==> src/hw/rtl/hj_pkg.sv <==
`default_nettype none
package hj_pkg;

	localparam int TABLE_ENTRIES = 64;
	localparam int ADDR_W = $clog2(TABLE_ENTRIES);
	localparam int CNT_W = $clog2(TABLE_ENTRIES + 1);
	localparam int WORD_W = 64;
	localparam int FUNC_W = 2;
	localparam int CFG_W = 2;

	// item function codes
	localparam logic [FUNC_W-1:0] FUNC_BUILD = 2'd0;
	localparam logic [FUNC_W-1:0] FUNC_PROBE = 2'd1;
	localparam logic [FUNC_W-1:0] FUNC_CLEAR = 2'd2;

	// register indexes
	localparam logic [CFG_W-1:0] CFG_KEY_WORDS = 2'd0;
	localparam logic [CFG_W-1:0] CFG_LEFT_WORDS = 2'd1;
	localparam logic [CFG_W-1:0] CFG_RIGHT_WORDS = 2'd2;

	typedef struct packed {
		logic [WORD_W-1:0] key_lo;
		logic [WORD_W-1:0] key_hi;
		logic [WORD_W-1:0] left_lo;
		logic [WORD_W-1:0] left_hi;
	} entry_t;

	typedef struct packed {
		logic              start;
		logic              key_hi_used;
		logic [WORD_W-1:0] key0;
		logic [WORD_W-1:0] key1;
		logic [WORD_W-1:0] right0;
		logic [WORD_W-1:0] right1;
	} probe_cmd_t;

	typedef struct packed {
		logic [WORD_W-1:0] key0;
		logic [WORD_W-1:0] key1;
		logic [WORD_W-1:0] left0;
		logic [WORD_W-1:0] left1;
		logic [WORD_W-1:0] right0;
		logic [WORD_W-1:0] right1;
		logic              last;
		logic              overflow;
	} result_t;

endpackage
`default_nettype wire

==> src/hw/rtl/hj_probe_scan.sv <==
`default_nettype none
module hj_probe_scan (
	input  wire logic                      clk,
	input  wire logic                      arst_n,
	input  wire hj_pkg::probe_cmd_t        cmd,
	input  wire logic [hj_pkg::CFG_W-1:0]  left_words,
	input  wire logic [hj_pkg::CNT_W-1:0]  entry_count,
	input  wire logic                      overflow_flag,
	input  wire hj_pkg::entry_t            rd_data,
	output logic                           rd_en,
	output logic [hj_pkg::ADDR_W-1:0]      rd_addr,
	output logic                           busy,
	output logic                           out_valid,
	input  wire logic                      out_stall,
	output hj_pkg::result_t                result
);
	import hj_pkg::*;

	localparam logic [1:0] ST_IDLE = 2'd0;
	localparam logic [1:0] ST_SCAN = 2'd1;
	localparam logic [1:0] ST_FLUSH = 2'd2;

	logic [1:0]        state_q;
	logic [CNT_W-1:0]  addr_q;
	logic              s1_valid_q;
	logic              key_hi_used_q;
	logic [WORD_W-1:0] key0_q, key1_q, right0_q, right1_q;
	logic              cand_valid_q;
	logic [WORD_W-1:0] cand_left0_q, cand_left1_q;
	logic              out_valid_q;
	result_t           result_q;

	logic out_free, match_s1, hold, issue, push, push_last;

	always_comb begin
		out_free = !out_valid_q || !out_stall;
		match_s1 = s1_valid_q && (rd_data.key_lo == key0_q) &&
			(!key_hi_used_q || (rd_data.key_hi == key1_q));
		// a second match while the output is full stalls the scan
		hold = match_s1 && cand_valid_q && !out_free;
		issue = (state_q == ST_SCAN) && !hold && (addr_q < entry_count);
		push_last = (state_q == ST_FLUSH);
		push = cand_valid_q && out_free &&
			(((state_q == ST_SCAN) && match_s1) || push_last);
	end

	assign rd_en = issue;
	assign rd_addr = addr_q[ADDR_W-1:0];
	assign busy = (state_q != ST_IDLE);
	assign out_valid = out_valid_q;
	assign result = result_q;

	always_ff @(posedge clk or negedge arst_n) begin
		if (!arst_n) begin
			state_q <= ST_IDLE;
			addr_q <= '0;
			s1_valid_q <= 1'b0;
			cand_valid_q <= 1'b0;
		end else begin
			unique case (state_q)
				ST_IDLE: begin
					if (cmd.start) begin
						addr_q <= '0;
						s1_valid_q <= 1'b0;
						cand_valid_q <= 1'b0;
						state_q <= ST_SCAN;
					end
				end
				ST_SCAN: begin
					if (!hold) begin
						s1_valid_q <= issue;
						if (issue) begin
							addr_q <= addr_q + CNT_W'(1);
						end else begin
							state_q <= ST_FLUSH;
						end
						if (match_s1) begin
							cand_valid_q <= 1'b1;
						end
					end
				end
				ST_FLUSH: begin
					if (!cand_valid_q || out_free) begin
						cand_valid_q <= 1'b0;
						state_q <= ST_IDLE;
					end
				end
				default: begin
					state_q <= ST_IDLE;
				end
			endcase
		end
	end

	always_ff @(posedge clk) begin
		if ((state_q == ST_IDLE) && cmd.start) begin
			key_hi_used_q <= cmd.key_hi_used;
			key0_q <= cmd.key0;
			key1_q <= cmd.key1;
			right0_q <= cmd.right0;
			right1_q <= cmd.right1;
		end
		if ((state_q == ST_SCAN) && !hold && match_s1) begin
			cand_left0_q <= rd_data.left_lo;
			cand_left1_q <= rd_data.left_hi;
		end
	end

	always_ff @(posedge clk or negedge arst_n) begin
		if (!arst_n) begin
			out_valid_q <= 1'b0;
		end else if (push) begin
			out_valid_q <= 1'b1;
		end else if (!out_stall) begin
			out_valid_q <= 1'b0;
		end
	end

	always_ff @(posedge clk) begin
		if (push) begin
			result_q.key0 <= key0_q;
			result_q.key1 <= key1_q;
			result_q.left0 <= (left_words != '0) ? cand_left0_q : '0;
			result_q.left1 <= left_words[1] ? cand_left1_q : '0;
			result_q.right0 <= right0_q;
			result_q.right1 <= right1_q;
			result_q.last <= push_last;
			result_q.overflow <= overflow_flag;
		end
	end

endmodule
`default_nettype wire
==> config.mk <==
export PLATFORM = sky130hd
export DESIGN_NAME = hj_probe_scan
export DESIGN_NICKNAME = d
export VERILOG_FILES = /design/src/hw/rtl/hj_pkg.sv /design/src/hw/rtl/hj_probe_scan.sv
export SDC_FILE = /design/constraint.sdc
export NUM_CORES = 1
export LEC_CHECK = 0
export BUFFER_PORTS_ARGS = -buffer_cell sky130_fd_sc_hd__buf_2
export CORE_AREA = 2 2 362 364
export CTS_CLUSTER_SIZE = 30
export DETAILED_ROUTE_END_ITERATION = 7
export DIE_AREA = 0 0 364 366
export PLACE_DENSITY = 0.43
export SETUP_SLACK_MARGIN = 0.02
export SLEW_MARGIN = 20
export SYNTH_ARGS = -nofsm -noshare
export SYNTH_HDL_FRONTEND = slang
export SYNTH_SLANG_ARGS = --single-unit
export TNS_END_PERCENT = 100
==> constraint.sdc <==
create_clock -name clk -period 40.1 [get_ports clk]
set_input_delay 6.015 -clock clk [delete_from_list [all_inputs] [get_ports clk]]
set_output_delay 6.015 -clock clk [all_outputs]
set_load 0.02 [all_outputs]
==> metrics <==
relative slew slack=33.1%; Net Count, Synth=1758; total gr overflow=0; antenna violations before repair=19; Synth Cell Area=0.0265 mm^2; crit start category=primary input; Synth area leader=edfxtp_1; Seq/Total Area, Yosys=88.5%; top cells by count, synth=771 x edfxtp_1, 117 x xnor2_1, 66 x and2_1, 66 x nor2b_1, 42 x nand4_1; Psw=0.000416 W; Peak VDD IR=0.0394 mV; PostCTS Resize Cnt=0; most common cell in the netlist=edfxtp_1; Post-synth EDFFs=771; Worst-Margin Slew=1.00 ns; Final #Nets=2763; total I/O pin count=922; Cell Chain, Critical Path=buf_2 > xnor2_1 > nand4_1 > nor4_1 > nand4_1 > a2111oi_4 > nor3_2 > buf_2; Initial Utilization=20.6%; Async SR Flop Fraction=1.53%; Post-Syn Area per Cell=21.7 um^2; worst path buffer plus inverter count=2; maximum fanout along the worst path=8; H-tree Lvls=3; Pint=0.00146 W; Fin. Hold Viols=0; die height=366 um; DR iter-0 viols=996; final setup fails=0; main flop type after synthesis=edfxtp_1; critical path type=in2out; first-pass GRT wire length=117000 um; YS warnings=0; Die W=364 um; Crit path max-delay family=simple AND/OR/NAND/NOR gates; Routed Antenna Nets=0; Sw Ratio=22.2%; WL per Instance=20.9 um; CP required=34.08 ns; GRT Overall Usage=12.3%; Clk pwr share=43.3%; clock latency on the worst-skew pair=0.67 ns; Bufs on Longest Clock Path=3; slowest stage delay, CP=0.75 ns; Final WS setup=25.13 ns; post-detail-place hpwl=64700 um; CTS sink count=783; Netlist cell types=38; Row Count=132; Port Buf Inserts=921; Synth Register Bits=783; GPL Wtd Cong=0.915; min Tclk post-route=14.97 ns; Setup crit end kind=output pin; cts bufs inserted=88; total number of vias=14914; worst min-delay path class=reg2reg; vias in the first global route=16063; # hold bufs at CTS=0; sequential share of power=51.1%; LEAKAGE=13.4 nW; setup TNS=0 ns; unrepaired setup endpoints after global routing=no; Root Driver=clkbuf_16; Routed WL=84600 um; die area=0.133 mm^2; core area=0.129 mm^2; Power Density=51.8 mW/mm^2; DR pass1 iterations=5; max_cap viols=0; arrival time worst endpoint=8.95 ns; clock skew=0.0354 ns; largest net degree at the start of global routing=75; post-synth top area share=87.3%; fin. max-slew vios=0; pre-CTS setup slack=24.98 ns; Syn Inst Count=1224; layout cells sized above 1=46.5%; status=completed; clk slew on worst S/H paths=0.06 ns; fin crit share=37.3%; TritonCTS clock tree=yes; Area contributors post-synth=edfxtp_1 87%, xnor2_1 3.9%, and2_1 1.6%, nor2b_1 1.6%, dfrtp_1 1.1%; Worst path slowest cell=a2111oi_4; Area Growth Syn to Fin=36.9%; DRC=0; post-CTS repair timing setup buffer count=0; maximum clock frequency=66.8 MHz; Comb power frac=5.5%; vias per inst=3.68
-- worst paths after layout --
path | from | endpoint | slack, ns | cells past startpoint
setup / recovery | rd_data[134] | rd_en | 25.13 | 8
hold / removal | right1_q[57] | result[59] | 0.41 | 0
setup reg to reg | key1_q[51] | result[182] | 33.70 | 10
hold reg to reg | right1_q[57] | result[59] | 0.41 | 0
max in group asynchronous | arst_n | out_valid | 34.59 | 1
min in group asynchronous | arst_n | addr_q[3] | 5.25 | 1
-- layer usage --
metal	routed length (um)	GRT usage [%]	up-vias
li1	-	-	6735
met1	31600	13.7	7417
met2	43600	21.9	617
met3	7100	4.40	123
met4	2070	3.77	22
met5	143	0	-
-- logic make-up (layout without fill, tap and decap cells) --
kind of cell,Yosys count,in the layout,share of synthesized area (%)
mux,7,7,0.264
fa+ha+maj,7,7,0.330
flops,783,783,88.5
compound gates,20,20,0.670
other cells,0,5,0
xor+xnor,123,123,4.06
simple gates,251,251,5.64
buf+inv,33,1112,0.557
-- cells in the final DEF (no fill, tap or decap), types with 3 or more instances in the layout --
| master | n |
|---|---|
| clkinvlp_4 | 5 |
| and2_1 | 65 |
| a21o_1 | 3 |
| nand2b_1 | 17 |
| nor4_1 | 14 |
| nand4_1 | 42 |
| nand3_1 | 8 |
| diode_2 | 5 |
| nor3_1 | 5 |
| ha_1 | 7 |
| xnor2_1 | 117 |
| dfrtp_1 | 12 |
| xor2_1 | 6 |
| clkinv_2 | 15 |
| clkbuf_1 | 16 |
| bufinv_16 | 10 |
| inv_1 | 12 |
| o2111ai_1 | 3 |
| edfxtp_1 | 771 |
| nand2_1 | 22 |
| clkinv_8 | 3 |
| nor2_1 | 4 |
| buf_2 | 921 |
| mux2i_1 | 7 |
| buf_4 | 13 |
| clkinv_1 | 20 |
| nor2b_1 | 66 |
| clkbuf_16 | 91 |
| clkinv_4 | 3 |
-- flip-flops by register name, summed over array words and instances, names as in the netlist, 2 cells and up --
register	count
addr_q	7
cand_left0_q	64
cand_left1_q	64
key0_q	64
key1_q	64
result	386
right0_q	64
right1_q	64
state_q	2
-- power by group through the flow --
stage | logic, W | clock network [W] | registers [W]
3_3_place_gp | 0.000104 | 0 | 0.000977
2_1_floorplan | 0.0000555 | 0 | 0.000974
5_1_grt | 0.000114 | 0.000871 | 0.000964
6_report | 0.000104 | 0.000814 | 0.000961
3_5_place_dp | 0.000106 | 0 | 0.000978
4_1_cts | 0.000106 | 0.000840 | 0.000961
-- final cells by class --
type,count,area [um^2]
Antenna cell,5,12.5
Clock buffer,107,2340
Clock inverter,57,593
Fill cell,13080,92700
Inverter,13,56.3
Multi-Input combinational cell,408,2930
Sequential cell,783,23500
Tap cell,1742,2180
Timing Repair Buffer,935,4730
-- metrics by stage --
stage               hold WS, ns  area [um^2]  cells  util [%]  power, W
finish                    0.413        36300   4050      28.1   0.00188
detailed placement        0.405        33300   3880      25.8   0.00108
global placement          0.400        33300   3880      25.8   0.00108
floorplan                 0.400        26500   1224         -   0.00103
CTS                       0.408        36300   4044      28.1   0.00191
global route              0.418        36300   4049      28.1   0.00195
(Power assumes the default switching activity.)
